## src/design/mdb_pkg.sv

```systemverilog
// Shared types and constants of the multi-drop bus master engine.
`default_nettype none

package mdb_pkg;

  // Operation codes on the request channel
  localparam logic [2:0] OP_WRITE = 3'd0;
  localparam logic [2:0] OP_SEND  = 3'd1;
  localparam logic [2:0] OP_RX    = 3'd2;
  localparam logic [2:0] OP_TICK  = 3'd3;
  localparam logic [2:0] OP_READ  = 3'd4;

  // Result kinds
  localparam logic [1:0] KIND_TX   = 2'd0;
  localparam logic [1:0] KIND_DONE = 2'd1;
  localparam logic [1:0] KIND_READ = 2'd2;

  // Bus bytes and status decode constants
  localparam logic [7:0] FILL_BYTE    = 8'hFF;
  localparam logic [7:0] ACK_BYTE     = 8'h00;
  localparam logic [7:0] ST_NONE      = 8'h00;
  localparam logic [7:0] ST_BUSY      = 8'h03;
  localparam logic [7:0] ST_MAX_CODE  = 8'h0C;
  localparam logic [7:0] UNKNOWN_NOTE = 8'h10;
  localparam logic [6:0] NOTE_COUNT   = 7'd5;
  localparam logic [7:0] NOTE_10      = 8'd10;
  localparam logic [7:0] NOTE_20      = 8'd20;
  localparam logic [7:0] NOTE_50      = 8'd50;
  localparam logic [7:0] NOTE_100     = 8'd100;
  localparam logic [7:0] NOTE_200     = 8'd200;

  // Classified command handed from the front end to the engine
  typedef enum logic [2:0] {
    CMD_WRITE,
    CMD_SEND,
    CMD_RX,
    CMD_TICK,
    CMD_READ
  } cmd_op_t;

  typedef struct packed {
    cmd_op_t     op;
    logic [5:0]  idx;    // buffer entry (write/read)
    logic [7:0]  data;   // write value, address byte or received byte
    logic [5:0]  count;  // send count, already clamped
    logic        flag;   // rx: mode bit; read: index in range
  } cmd_t;

endpackage

`default_nettype wire

```

## src/design/mdb_ifs.sv

```systemverilog
// Channel interfaces: request, result and configuration write.
`default_nettype none

interface mdb_in_if;
  logic       valid;
  logic       ready;
  logic [2:0] op;
  logic [5:0] index;
  logic [7:0] value;
  logic [7:0] address;
  logic [5:0] count;
  logic [7:0] rx_byte;
  logic       rx_mode;

  modport source (output valid, op, index, value, address, count, rx_byte, rx_mode,
                  input ready);
  modport sink   (input valid, op, index, value, address, count, rx_byte, rx_mode,
                  output ready);
endinterface

interface mdb_out_if;
  logic       valid;
  logic       ready;
  logic [1:0] kind;
  logic [7:0] tx_byte;
  logic       tx_mode;
  logic [7:0] read_data;
  logic [5:0] received_count;
  logic       timed_out;
  logic [7:0] credit;
  logic       error_flag;
  logic       last;

  modport source (output valid, kind, tx_byte, tx_mode, read_data, received_count,
                  timed_out, credit, error_flag, last,
                  input ready);
  modport sink   (input valid, kind, tx_byte, tx_mode, read_data, received_count,
                  timed_out, credit, error_flag, last,
                  output ready);
endinterface

interface mdb_cfg_if;
  logic        valid;
  logic        ready;
  logic [15:0] data;

  modport source (output valid, data, input ready);
  modport sink   (input valid, data, output ready);
endinterface

`default_nettype wire

```

## src/design/mdb_ram.sv

```systemverilog
// Generic single-port-write, single-port-read RAM with registered read data.
`default_nettype none

module mdb_ram #(
  parameter int WIDTH = 8,
  parameter int DEPTH = 36
) (
  input  wire logic                     clk,
  input  wire logic                     we,
  input  wire logic [$clog2(DEPTH)-1:0] waddr,
  input  wire logic [WIDTH-1:0]         wdata,
  input  wire logic                     re,
  input  wire logic [$clog2(DEPTH)-1:0] raddr,
  output      logic [WIDTH-1:0]         rdata
);

  logic [WIDTH-1:0] mem [DEPTH];

  // Write port
  always_ff @(posedge clk) begin
    if (we) begin
      mem[waddr] <= wdata;
    end
  end

  // Read port, data holds while re is low
  always_ff @(posedge clk) begin
    if (re) begin
      rdata <= mem[raddr];
    end
  end

endmodule

`default_nettype wire

```

## src/design/mdb_front.sv

```systemverilog
// Front end: accepts requests, drops no-op ones and classifies the rest into commands.
`default_nettype none

module mdb_front
  import mdb_pkg::*;
#(
  parameter int BUF_DEPTH = 36
) (
  mdb_in_if.sink     in_ch,
  input  wire logic  q_full,
  output      logic  push,
  output      cmd_t  cmd
);

  localparam int LastIdx = BUF_DEPTH - 1;

  logic idx_ok;
  logic keep;

  assign in_ch.ready = !q_full;
  assign idx_ok      = int'(in_ch.index) < BUF_DEPTH;

  // Classify the request
  always_comb begin
    keep      = 1'b1;
    cmd.op    = CMD_TICK;
    cmd.idx   = in_ch.index;
    cmd.data  = in_ch.value;
    cmd.count = (int'(in_ch.count) > LastIdx) ? 6'(LastIdx) : in_ch.count;
    cmd.flag  = 1'b0;
    case (in_ch.op)
      OP_WRITE: begin
        cmd.op = CMD_WRITE;
        keep   = idx_ok;    // out-of-range writes vanish
      end
      OP_SEND: begin
        cmd.op   = CMD_SEND;
        cmd.data = in_ch.address;
      end
      OP_RX: begin
        cmd.op   = CMD_RX;
        cmd.data = in_ch.rx_byte;
        cmd.flag = in_ch.rx_mode;
      end
      OP_TICK: begin
        cmd.op = CMD_TICK;
      end
      OP_READ: begin
        cmd.op   = CMD_READ;
        cmd.flag = idx_ok;
      end
      default: begin
        keep = 1'b0;        // unknown op
      end
    endcase
  end

  assign push = in_ch.valid && in_ch.ready && keep;

endmodule

`default_nettype wire

```

## src/design/mdb_queue.sv

```systemverilog
// Two-entry command queue between front end and engine.
`default_nettype none

module mdb_queue
  import mdb_pkg::*;
(
  input  wire logic clk,
  input  wire logic rst_n,
  input  wire logic push,
  input  wire cmd_t push_cmd,
  output      logic full,
  input  wire logic pop,
  output      cmd_t pop_cmd,
  output      logic nonempty
);

  cmd_t       slot_r [2];
  logic       wptr_r, wptr_nxt;
  logic       rptr_r, rptr_nxt;
  logic [1:0] cnt_r, cnt_nxt;

  assign full     = cnt_r == 2'd2;
  assign nonempty = cnt_r != 2'd0;
  assign pop_cmd  = slot_r[rptr_r];

  // Pointer and fill bookkeeping
  always_comb begin
    wptr_nxt = push ? !wptr_r : wptr_r;
    rptr_nxt = pop  ? !rptr_r : rptr_r;
    cnt_nxt  = cnt_r + {1'b0, push} - {1'b0, pop};
  end

  always_ff @(posedge clk) begin
    if (!rst_n) begin
      wptr_r <= 1'b0;
      rptr_r <= 1'b0;
      cnt_r  <= 2'd0;
    end else begin
      wptr_r <= wptr_nxt;
      rptr_r <= rptr_nxt;
      cnt_r  <= cnt_nxt;
    end
  end

  // Payload storage
  always_ff @(posedge clk) begin
    if (push) begin
      slot_r[wptr_r] <= push_cmd;
    end
  end

endmodule

`default_nettype wire

```

## src/design/mdb_back.sv

```systemverilog
// Engine: runs commands against the message buffer and drives the result register.
`default_nettype none

module mdb_back
  import mdb_pkg::*;
#(
  parameter int BUF_DEPTH = 36
) (
  input  wire logic        clk,
  input  wire logic        rst_n,
  input  wire cmd_t        cmd,
  input  wire logic        cmd_valid,
  output      logic        cmd_pop,
  input  wire logic [15:0] timeout_ticks,
  mdb_out_if.source        out_ch
);

  localparam int AW      = $clog2(BUF_DEPTH);
  localparam int CW      = $clog2(BUF_DEPTH + 1);
  localparam int LastIdx = BUF_DEPTH - 1;
  localparam int CntMax  = 63;

  typedef enum logic [3:0] {
    ST_IDLE,
    ST_SEND_ADDR,
    ST_SEND_DATA,
    ST_SEND_SUM,
    ST_FILL,
    ST_READ,
    ST_ACK,
    ST_CMP_RD,
    ST_CMP_OUT
  } state_t;

  typedef struct packed {
    logic [1:0] kind;
    logic [7:0] tx_byte;
    logic       tx_mode;
    logic [7:0] read_data;
    logic [5:0] received_count;
    logic       timed_out;
    logic [7:0] credit;
    logic       error_flag;
    logic       last;
  } res_t;

  typedef struct packed {
    logic [7:0] credit;
    logic       err;
  } status_t;

  // Status byte decode; err_in is the sticky flag before this reply
  function automatic status_t decode_status(input logic [7:0] b, input logic err_in);
    status_t s;
    s.credit = 8'd0;
    s.err    = err_in;
    if (b[7]) begin
      case (b[6:0])
        7'd0:    s.credit = NOTE_10;
        7'd1:    s.credit = NOTE_20;
        7'd2:    s.credit = NOTE_50;
        7'd3:    s.credit = NOTE_100;
        7'd4:    s.credit = NOTE_200;
        default: begin
          s.credit = UNKNOWN_NOTE;
          s.err    = 1'b1;
        end
      endcase
    end else if (b == ST_NONE) begin
      s.credit = 8'd0;
    end else if (b == ST_BUSY) begin
      s.err = 1'b0;
    end else begin
      s.err    = 1'b1;
      s.credit = (b <= ST_MAX_CODE) ? b : 8'd0;
    end
    return s;
  endfunction

  state_t          state_r, state_nxt;
  logic            out_valid_r, out_valid_nxt;
  res_t            res_r, res_nxt;
  logic            receiving_r, receiving_nxt;
  logic [CW-1:0]   rx_idx_r, rx_idx_nxt;
  logic [15:0]     timer_r, timer_nxt;
  logic            sticky_r, sticky_nxt;
  logic [7:0]      addr_r, addr_nxt;
  logic [7:0]      sum_r, sum_nxt;
  logic [AW-1:0]   k_r, k_nxt;
  logic            has_data_r, has_data_nxt;
  logic [AW-1:0]   fill_r, fill_nxt;
  logic            oob_r, oob_nxt;
  logic            to_r, to_nxt;

  logic            emit_ok;
  logic [15:0]     timer_inc;
  logic [AW-1:0]   slot;
  status_t         st;
  logic            ram_we, ram_re;
  logic [AW-1:0]   ram_wa, ram_ra;
  logic [7:0]      ram_wd, ram_rd;

  mdb_ram #(
    .WIDTH (8),
    .DEPTH (BUF_DEPTH)
  ) u_buf (
    .clk   (clk),
    .we    (ram_we),
    .waddr (ram_wa),
    .wdata (ram_wd),
    .re    (ram_re),
    .raddr (ram_ra),
    .rdata (ram_rd)
  );

  assign emit_ok   = !out_valid_r || out_ch.ready;
  assign timer_inc = (timer_r == 16'hFFFF) ? timer_r : timer_r + 16'd1;
  assign slot      = (int'(rx_idx_r) < BUF_DEPTH) ? rx_idx_r[AW-1:0] : AW'(LastIdx);
  assign st        = decode_status(ram_rd, sticky_r);

  // Command sequencing
  always_comb begin
    state_nxt     = state_r;
    out_valid_nxt = out_valid_r && !out_ch.ready;
    res_nxt       = res_r;
    receiving_nxt = receiving_r;
    rx_idx_nxt    = rx_idx_r;
    timer_nxt     = timer_r;
    sticky_nxt    = sticky_r;
    addr_nxt      = addr_r;
    sum_nxt       = sum_r;
    k_nxt         = k_r;
    has_data_nxt  = has_data_r;
    fill_nxt      = fill_r;
    oob_nxt       = oob_r;
    to_nxt        = to_r;
    cmd_pop       = 1'b0;
    ram_we        = 1'b0;
    ram_wa        = '0;
    ram_wd        = '0;
    ram_re        = 1'b0;
    ram_ra        = '0;

    case (state_r)
      ST_IDLE: begin
        if (cmd_valid) begin
          cmd_pop = 1'b1;
          case (cmd.op)
            CMD_WRITE: begin
              ram_we = 1'b1;
              ram_wa = cmd.idx[AW-1:0];
              ram_wd = cmd.data;
            end
            CMD_READ: begin
              ram_re    = cmd.flag;
              ram_ra    = cmd.idx[AW-1:0];
              oob_nxt   = !cmd.flag;
              state_nxt = ST_READ;
            end
            CMD_SEND: begin
              receiving_nxt = 1'b0;   // abandon any pending reply
              addr_nxt      = cmd.data;
              sum_nxt       = cmd.data;
              k_nxt         = cmd.count[AW-1:0];
              has_data_nxt  = cmd.count != 6'd0;
              state_nxt     = ST_SEND_ADDR;
            end
            CMD_RX: begin
              if (receiving_r) begin
                ram_we    = 1'b1;
                ram_wa    = slot;
                ram_wd    = cmd.data;
                timer_nxt = 16'd0;
                if (int'(rx_idx_r) < BUF_DEPTH) begin
                  rx_idx_nxt = rx_idx_r + CW'(1);
                end
                if (cmd.flag) begin
                  receiving_nxt = 1'b0;
                  to_nxt        = 1'b0;
                  state_nxt     = (cmd.data != ACK_BYTE) ? ST_ACK : ST_CMP_RD;
                end
              end
            end
            CMD_TICK: begin
              if (receiving_r) begin
                timer_nxt = timer_inc;
                if (timer_inc >= timeout_ticks) begin
                  receiving_nxt = 1'b0;
                  to_nxt        = 1'b1;
                  state_nxt     = ST_CMP_RD;
                end
              end
            end
            default: begin
            end
          endcase
        end
      end

      // Address byte with mode bit, then prefetch the top entry
      ST_SEND_ADDR: begin
        if (emit_ok) begin
          out_valid_nxt   = 1'b1;
          res_nxt         = '0;
          res_nxt.kind    = KIND_TX;
          res_nxt.tx_byte = addr_r;
          res_nxt.tx_mode = 1'b1;
          if (has_data_r) begin
            ram_re    = 1'b1;
            ram_ra    = k_r;
            state_nxt = ST_SEND_DATA;
          end else begin
            state_nxt = ST_SEND_SUM;
          end
        end
      end

      // One buffer entry per cycle while out_ch is not stalled, counting down to entry 0
      ST_SEND_DATA: begin
        if (emit_ok) begin
          out_valid_nxt   = 1'b1;
          res_nxt         = '0;
          res_nxt.kind    = KIND_TX;
          res_nxt.tx_byte = ram_rd;
          sum_nxt         = sum_r + ram_rd;
          if (k_r == '0) begin
            state_nxt = ST_SEND_SUM;
          end else begin
            k_nxt  = k_r - AW'(1);
            ram_re = 1'b1;
            ram_ra = k_r - AW'(1);
          end
        end
      end

      ST_SEND_SUM: begin
        if (emit_ok) begin
          out_valid_nxt   = 1'b1;
          res_nxt         = '0;
          res_nxt.kind    = KIND_TX;
          res_nxt.tx_byte = sum_r;
          res_nxt.last    = 1'b1;
          fill_nxt        = '0;
          state_nxt       = ST_FILL;
        end
      end

      // Sweep the buffer to 0xFF, then open the receive window
      ST_FILL: begin
        ram_we = 1'b1;
        ram_wa = fill_r;
        ram_wd = FILL_BYTE;
        if (fill_r == AW'(LastIdx)) begin
          receiving_nxt = 1'b1;
          rx_idx_nxt    = '0;
          timer_nxt     = 16'd0;
          state_nxt     = ST_IDLE;
        end else begin
          fill_nxt = fill_r + AW'(1);
        end
      end

      ST_READ: begin
        if (emit_ok) begin
          out_valid_nxt     = 1'b1;
          res_nxt           = '0;
          res_nxt.kind      = KIND_READ;
          res_nxt.read_data = oob_r ? 8'd0 : ram_rd;
          res_nxt.last      = 1'b1;
          state_nxt         = ST_IDLE;
        end
      end

      ST_ACK: begin
        if (emit_ok) begin
          out_valid_nxt   = 1'b1;
          res_nxt         = '0;
          res_nxt.kind    = KIND_TX;
          res_nxt.tx_byte = ACK_BYTE;
          res_nxt.tx_mode = 1'b1;
          state_nxt       = ST_CMP_RD;
        end
      end

      // Fetch entry 0 for the status decode
      ST_CMP_RD: begin
        ram_re    = 1'b1;
        ram_ra    = '0;
        state_nxt = ST_CMP_OUT;
      end

      ST_CMP_OUT: begin
        if (emit_ok) begin
          out_valid_nxt          = 1'b1;
          res_nxt                = '0;
          res_nxt.kind           = KIND_DONE;
          res_nxt.received_count = (int'(rx_idx_r) > CntMax) ? 6'(CntMax) : 6'(rx_idx_r);
          res_nxt.timed_out      = to_r;
          res_nxt.credit         = st.credit;
          res_nxt.error_flag     = st.err;
          res_nxt.last           = 1'b1;
          sticky_nxt             = st.err;
          state_nxt              = ST_IDLE;
        end
      end

      default: begin
        state_nxt = ST_IDLE;
      end
    endcase
  end

  // State and registered outputs
  always_ff @(posedge clk) begin
    if (!rst_n) begin
      state_r     <= ST_IDLE;
      out_valid_r <= 1'b0;
      receiving_r <= 1'b0;
      rx_idx_r    <= '0;
      timer_r     <= 16'd0;
      sticky_r    <= 1'b0;
    end else begin
      state_r     <= state_nxt;
      out_valid_r <= out_valid_nxt;
      receiving_r <= receiving_nxt;
      rx_idx_r    <= rx_idx_nxt;
      timer_r     <= timer_nxt;
      sticky_r    <= sticky_nxt;
    end
    res_r      <= res_nxt;
    addr_r     <= addr_nxt;
    sum_r      <= sum_nxt;
    k_r        <= k_nxt;
    has_data_r <= has_data_nxt;
    fill_r     <= fill_nxt;
    oob_r      <= oob_nxt;
    to_r       <= to_nxt;
  end

  assign out_ch.valid          = out_valid_r;
  assign out_ch.kind           = res_r.kind;
  assign out_ch.tx_byte        = res_r.tx_byte;
  assign out_ch.tx_mode        = res_r.tx_mode;
  assign out_ch.read_data      = res_r.read_data;
  assign out_ch.received_count = res_r.received_count;
  assign out_ch.timed_out      = res_r.timed_out;
  assign out_ch.credit         = res_r.credit;
  assign out_ch.error_flag     = res_r.error_flag;
  assign out_ch.last           = res_r.last;

endmodule

`default_nettype wire

```

## src/design/mdb_master_frame_engine_top.sv

```systemverilog
// Top level of the multi-drop bus master frame engine.
//
//   channel  | dir | handshake    | content
//   ---------+-----+--------------+----------------------------------------------
//   in_ch    | in  | valid/ready  | op, index, value, address, count, rx_byte, rx_mode
//   out_ch   | out | valid/ready  | kind, tx_byte, tx_mode, read_data, received_count,
//            |     |              | timed_out, credit, error_flag, last
//   cfg_ch   | in  | valid/ready  | data = timeout_ticks (16 bits), always ready
//
// The front end takes a request per cycle into a two-entry command queue unless it is
// full; the engine runs one command at a time. Write, tick and plain received byte
// run in idle. Read: fetch, then result. Reply end: optional ACK, entry 0 read, result.
// Send: count+3 bus bytes (2 when count is 0; count clamped to BUF_DEPTH-1) at one per
// cycle (the buffer read port) unless out_ch stalls, then a 0xFF sweep of the buffer.
// Reset (rst_n low, synchronous) clears control state; the buffer itself is not cleared.
// A stalled result holds in the output register and only blocks the engine.
`default_nettype none

module mdb_master_frame_engine_top
  import mdb_pkg::*;
#(
  parameter int BUF_DEPTH = 36
) (
  input  wire logic  clk,
  input  wire logic  rst_n,
  mdb_in_if.sink     in_ch,
  mdb_out_if.source  out_ch,
  mdb_cfg_if.sink    cfg_ch
);

  localparam logic [15:0] TimeoutReset = 16'd5;

  logic [15:0] timeout_r;
  logic        push, q_full, pop, q_nonempty;
  cmd_t        push_cmd, pop_cmd;

  // Configuration register
  assign cfg_ch.ready = 1'b1;

  always_ff @(posedge clk) begin
    if (!rst_n) begin
      timeout_r <= TimeoutReset;
    end else if (cfg_ch.valid) begin
      timeout_r <= cfg_ch.data;
    end
  end

  mdb_front #(
    .BUF_DEPTH (BUF_DEPTH)
  ) u_front (
    .in_ch  (in_ch),
    .q_full (q_full),
    .push   (push),
    .cmd    (push_cmd)
  );

  mdb_queue u_queue (
    .clk      (clk),
    .rst_n    (rst_n),
    .push     (push),
    .push_cmd (push_cmd),
    .full     (q_full),
    .pop      (pop),
    .pop_cmd  (pop_cmd),
    .nonempty (q_nonempty)
  );

  mdb_back #(
    .BUF_DEPTH (BUF_DEPTH)
  ) u_back (
    .clk           (clk),
    .rst_n         (rst_n),
    .cmd           (pop_cmd),
    .cmd_valid     (q_nonempty),
    .cmd_pop       (pop),
    .timeout_ticks (timeout_r),
    .out_ch        (out_ch)
  );

endmodule

`default_nettype wire
```

## src/flat_wrapper.sv

```systemverilog
// flat-port wrapper written by rule: the top's interface ports become plain ports
module mdb_master_frame_engine_top_flat import mdb_pkg::*;
#(
  parameter int BUF_DEPTH = 36
)
  (clk, rst_n, in_ch_valid, in_ch_op, in_ch_index, in_ch_value, in_ch_address, in_ch_count, in_ch_rx_byte, in_ch_rx_mode, in_ch_ready, out_ch_valid, out_ch_kind, out_ch_tx_byte, out_ch_tx_mode, out_ch_read_data, out_ch_received_count, out_ch_timed_out, out_ch_credit, out_ch_error_flag, out_ch_last, out_ch_ready, cfg_ch_valid, cfg_ch_data, cfg_ch_ready);
  mdb_in_if in_ch_i ();
  mdb_out_if out_ch_i ();
  mdb_cfg_if cfg_ch_i ();
  input  wire logic clk;
  input  wire logic rst_n;
  input wire logic [$bits(in_ch_i.valid)-1:0] in_ch_valid;
  input wire logic [$bits(in_ch_i.op)-1:0] in_ch_op;
  input wire logic [$bits(in_ch_i.index)-1:0] in_ch_index;
  input wire logic [$bits(in_ch_i.value)-1:0] in_ch_value;
  input wire logic [$bits(in_ch_i.address)-1:0] in_ch_address;
  input wire logic [$bits(in_ch_i.count)-1:0] in_ch_count;
  input wire logic [$bits(in_ch_i.rx_byte)-1:0] in_ch_rx_byte;
  input wire logic [$bits(in_ch_i.rx_mode)-1:0] in_ch_rx_mode;
  output wire logic [$bits(in_ch_i.ready)-1:0] in_ch_ready;
  output wire logic [$bits(out_ch_i.valid)-1:0] out_ch_valid;
  output wire logic [$bits(out_ch_i.kind)-1:0] out_ch_kind;
  output wire logic [$bits(out_ch_i.tx_byte)-1:0] out_ch_tx_byte;
  output wire logic [$bits(out_ch_i.tx_mode)-1:0] out_ch_tx_mode;
  output wire logic [$bits(out_ch_i.read_data)-1:0] out_ch_read_data;
  output wire logic [$bits(out_ch_i.received_count)-1:0] out_ch_received_count;
  output wire logic [$bits(out_ch_i.timed_out)-1:0] out_ch_timed_out;
  output wire logic [$bits(out_ch_i.credit)-1:0] out_ch_credit;
  output wire logic [$bits(out_ch_i.error_flag)-1:0] out_ch_error_flag;
  output wire logic [$bits(out_ch_i.last)-1:0] out_ch_last;
  input wire logic [$bits(out_ch_i.ready)-1:0] out_ch_ready;
  input wire logic [$bits(cfg_ch_i.valid)-1:0] cfg_ch_valid;
  input wire logic [$bits(cfg_ch_i.data)-1:0] cfg_ch_data;
  output wire logic [$bits(cfg_ch_i.ready)-1:0] cfg_ch_ready;
  assign in_ch_i.valid = in_ch_valid;
  assign in_ch_i.op = in_ch_op;
  assign in_ch_i.index = in_ch_index;
  assign in_ch_i.value = in_ch_value;
  assign in_ch_i.address = in_ch_address;
  assign in_ch_i.count = in_ch_count;
  assign in_ch_i.rx_byte = in_ch_rx_byte;
  assign in_ch_i.rx_mode = in_ch_rx_mode;
  assign in_ch_ready = in_ch_i.ready;
  assign out_ch_valid = out_ch_i.valid;
  assign out_ch_kind = out_ch_i.kind;
  assign out_ch_tx_byte = out_ch_i.tx_byte;
  assign out_ch_tx_mode = out_ch_i.tx_mode;
  assign out_ch_read_data = out_ch_i.read_data;
  assign out_ch_received_count = out_ch_i.received_count;
  assign out_ch_timed_out = out_ch_i.timed_out;
  assign out_ch_credit = out_ch_i.credit;
  assign out_ch_error_flag = out_ch_i.error_flag;
  assign out_ch_last = out_ch_i.last;
  assign out_ch_i.ready = out_ch_ready;
  assign cfg_ch_i.valid = cfg_ch_valid;
  assign cfg_ch_i.data = cfg_ch_data;
  assign cfg_ch_ready = cfg_ch_i.ready;
  mdb_master_frame_engine_top #(.BUF_DEPTH(BUF_DEPTH)) u_core (.clk(clk), .rst_n(rst_n), .in_ch(in_ch_i), .out_ch(out_ch_i), .cfg_ch(cfg_ch_i));
endmodule
```

## config.mk

```make
export PLATFORM = sky130hd
export DESIGN_NAME = mdb_master_frame_engine_top_flat
export DESIGN_NICKNAME = d
export VERILOG_FILES = /design/src/design/mdb_pkg.sv /design/src/design/mdb_ifs.sv /design/src/design/mdb_ram.sv /design/src/design/mdb_front.sv /design/src/design/mdb_queue.sv /design/src/design/mdb_back.sv /design/src/design/mdb_master_frame_engine_top.sv /design/src/flat_wrapper.sv
export SDC_FILE = /design/constraint.sdc
export NUM_CORES = 1
export LEC_CHECK = 0
export BUFFER_PORTS_ARGS = -buffer_cell sky130_fd_sc_hd__buf_2
export CAP_MARGIN = 20
export CORE_ASPECT_RATIO = 1.2
export CORE_MARGIN = 2
export CORE_UTILIZATION = 30
export CTS_CLUSTER_DIAMETER = 60
export DETAILED_ROUTE_END_ITERATION = 10
export GPL_ROUTABILITY_DRIVEN = 0
export PLACE_DENSITY_LB_ADDON = 0.25
export SETUP_SLACK_MARGIN = 0.1
export SKIP_CTS_REPAIR_TIMING = 1
export SLEW_MARGIN = 15
export SYNTH_ARGS = -nofsm -noshare
export SYNTH_HDL_FRONTEND = slang
export SYNTH_SLANG_ARGS = --single-unit
```

## constraint.sdc

```tcl
create_clock -name clk -period 7.5 [get_ports clk]
set_input_delay 0.375 -clock clk [delete_from_list [all_inputs] [get_ports clk]]
set_output_delay 0.375 -clock clk [all_outputs]
set_load 0.01 [all_outputs]
```

==> flow_summary.toml <==
[sta]
fin_worst_skew_ns = 0.0215
slew_headroom_pct = 25.2
hold_violations = 0
finalWorstSetupSlack_ns = 2.80
post-route-min-period_ns = 4.70
rsz0062_at_grt = "false"
post-route-period-util_pct = 62.7
drv_slew = 0
fmax_mhz = 213
setup_tns_ns = 0
setup_viol = 0
worst_pin_slew_ns = 1.12

[layout]
post-route-util_pct = 34.9
syn_to_final_growth_pct = 14.9
n_fill_cell = 6698
fin_area_um2 = 23900
nNetsFinal = 1853
drive_gt1_share_pct = 13.8

[yosys]
yosysTopAreaCell = "edfxtp_1"
ys_async_sr_fraction_pct = 0
yosysUniqueCellTypes = 71
ys_ff_latch = 461
synth-main-ff-cell = "edfxtp_1"
synth_area_um2 = 20800
synthTopCellsByArea = "edfxtp_1, dfxtp_1, nor2_1, mux2i_1, nand2_1"
avgSynthCellArea_um2 = 12.4
syn-num-nets = 1772
yosysMostFrequentCell = "edfxtp_1"
synth_edf_count = 411
syn_inst = 1680
synth.yosys.seq_area_share_pct = 64.2
synth_top_area_share_pct = 59.3
yosysWarnings = 0
synthTopCellsByCount = "edfxtp_1, nor2_1, nand2_1"

[clock_tree]
cts_tree = "built"
clock_path_buffers = 3
ctsRootBufferMaster = "clkbuf_16"
clk_pin_slew_ns = 0.06
insertion_delay_ns = 0.59
clock-sinks = 461
cts_buffers = 47
h-tree-depth = 2

[setup_path]
cp.depth = 11
path_common_cell = "a211oi_1"
worst-r2r-cell-count = 11
max_stage_delay_ns = 0.96
path_class = "flop to flop"
path_max_fanout = 46
startpoint_type = "flop"
crit_slowest_cell = "o221a_2"
crit_chain = "nand2b_1 > nor2_2 > buf_4 > nand2_1 > o221a_2 > buf_4 > nor2b_1 > a211oi_1 > a211oi_1 > a211oi_1 > nor4_1"
arrival_ns = 5.02
crit_family = "compound AO/OA/AOI/OAI gates"
endpoint_kind = "flop"
crit_required_ns = 7.81
path_buf_inv = 2

[placed_design]
dpl_cell_area_um2 = 22200
pre_cts_ws_ns = 2.82
io_buffers = 98
dp_hpwl_um = 36000

[detailed_routing]
via_count = 13500
firstDrtPassIters = 5
route.detailed.drc = 0
vias_per_cell = 4.99
wl_per_cell_um = 20.0
ant_nets = 0
drt-initial-drc-count = 861
drt-total-wl_um = 54100

[floorplan]
rows = 105
die_area_um2 = 71500
start_util_pct = 30.4
io_pins = 100
dieWidth_um = 244
die_y_um = 292
core_um2 = 68400

[global_routing]
overflow = 0
grt.busiest_layer = "met2"
grt_max_degree = 76
grt_use_met2_pct = 26.9
gr-usage-met1_pct = 18.1
grt_pass1_wl_um = 82100
antenna_found_initial = 0
grt_pass1_vias = 13500
grt_usage_pct = 14.9
use_met3_pct = 2.19

[power]
combPwrFrac_pct = 28.0
ir_drop_uv = 188
p_per_area_nw_per_um2 = 346
p_seq_share_pct = 41.6
p_clk_share_pct = 30.4
intPower_mw = 5.50
switching_share_pct = 33.4
leakage_nw = 8.28
switching_power_mw = 2.76

[hold_path]
hold_class = "primary input to flop"
holdPathStages = 3

[run_status]
outcome = "complete, no violations"

[flow_run]
drv_cap = 0
[final cells by class]
type	count	area, µm²	share of cell area, %
Tap cell	909	1140	4.76
Clock inverter	35	398	1.67
Antenna cell	1	2.50	0.0105
Multi-Input combinational cell	1080	6880	28.8
Inverter	44	165	0.691
Sequential cell	461	13300	55.9
Timing Repair Buffer	127	723	3.03
Clock buffer	52	1240	5.18
[per-stage QoR]
stage	hold slack, ns	instances	total power [mW]
6_report	0.0178	2709	8.25
5_1_grt	0.00325	2708	8.65
4_1_cts	-0.0560	2701	8.35
3_5_place_dp	0.485	2614	5.82
3_3_place_gp	0.474	2614	5.78
2_1_floorplan	0.446	1680	5.00
[cells in the final DEF (no fill, tap or decap), types with 20 or more instances in the layout]
cell	count
dfxtp_1	50
buf_2	98
nor2b_1	53
buf_4	23
a21oi_1	78
a211oi_1	63
inv_1	43
clkbuf_16	49
a22oi_1	21
ha_1	30
nand2_1	159
mux2i_1	68
a311o_1	22
and2_1	47
nand3_1	27
xnor2_1	20
mux2_2	25
nor2_1	176
o21ai_0	34
and3_1	33
edfxtp_1	411
[worst reg2reg max path, stage by stage (launching register included)]
cell and delay (ns):
dfxtp_1 0.80, nand2b_1 0.38, nor2_2 0.06, buf_4 0.26
nand2_1 0.26, o221a_2 0.96, buf_4 0.58, nor2b_1 0.12
a211oi_1 0.19, a211oi_1 0.08, a211oi_1 0.61, nor4_1 0.12
[registers in the layout (all words and copies together) (netlist names), 4 cells and up, named ones only]
signal and count:
u_core.u_back.u_buf.mem 288, u_core.u_back.rx_idx_r 6, u_core.u_back.u_buf.rdata 8, u_core.u_queue.slot_r 48, u_core.u_back.out_ch.tx_byte 8, u_core.u_back.sum_r 8
u_core.u_back.out_ch.credit 8, u_core.u_back.out_ch.read_data 8, u_core.u_back.state_r 4, u_core.u_back.fill_r 6, u_core.u_back.out_ch.received_count 6, u_core.u_back.k_r 6
u_core.timeout_r 16, u_core.u_back.timer_r 16, u_core.u_back.addr_r 8
[final timing paths]
check                      startpoint  slack (ns)                           end
min                    cfg_ch_data[2]        0.02           u_core.timeout_r[2]
min reg2reg       u_core.timeout_r[2]        0.49           u_core.timeout_r[2]
max          u_core.u_back.state_r[2]        2.80  u_core.u_back.u_buf.rdata[3]
max reg2reg  u_core.u_back.state_r[2]        2.80  u_core.u_back.u_buf.rdata[3]
[cell families after synthesis]
logic type | Yosys count | share of synthesized area [%]
AOI/OAI and AO/OA | 331 | 11.2
xor gates and xnor gates | 34 | 1.43
adders and majority gates | 31 | 1.90
buffers and inverters | 139 | 3.02
DFF | 461 | 64.2
muxes | 93 | 4.63
other | 1 | 0.0180
and+or+nand+nor | 590 | 13.7
[power by group through the flow]
stage	sequential, mW	clock [mW]	combinational, mW
3_5_place_dp	3.49	0	2.33
5_1_grt	3.45	2.65	2.55
6_report	3.43	2.51	2.32
4_1_cts	3.44	2.57	2.34
2_1_floorplan	3.41	0	1.60
3_3_place_gp	3.48	0	2.30
[per-layer routing]
layer / wire length, µm / vias to the layer above / share of wire, %
li1: - / 6419 / -
met5: 0 / - / 0
met1: 22600 / 6704 / 42
met2: 27900 / 306 / 52
met4: 1620 / 0 / 3.0
met3: 2020 / 86 / 3.7
Power figures use the tool's default switching activity.
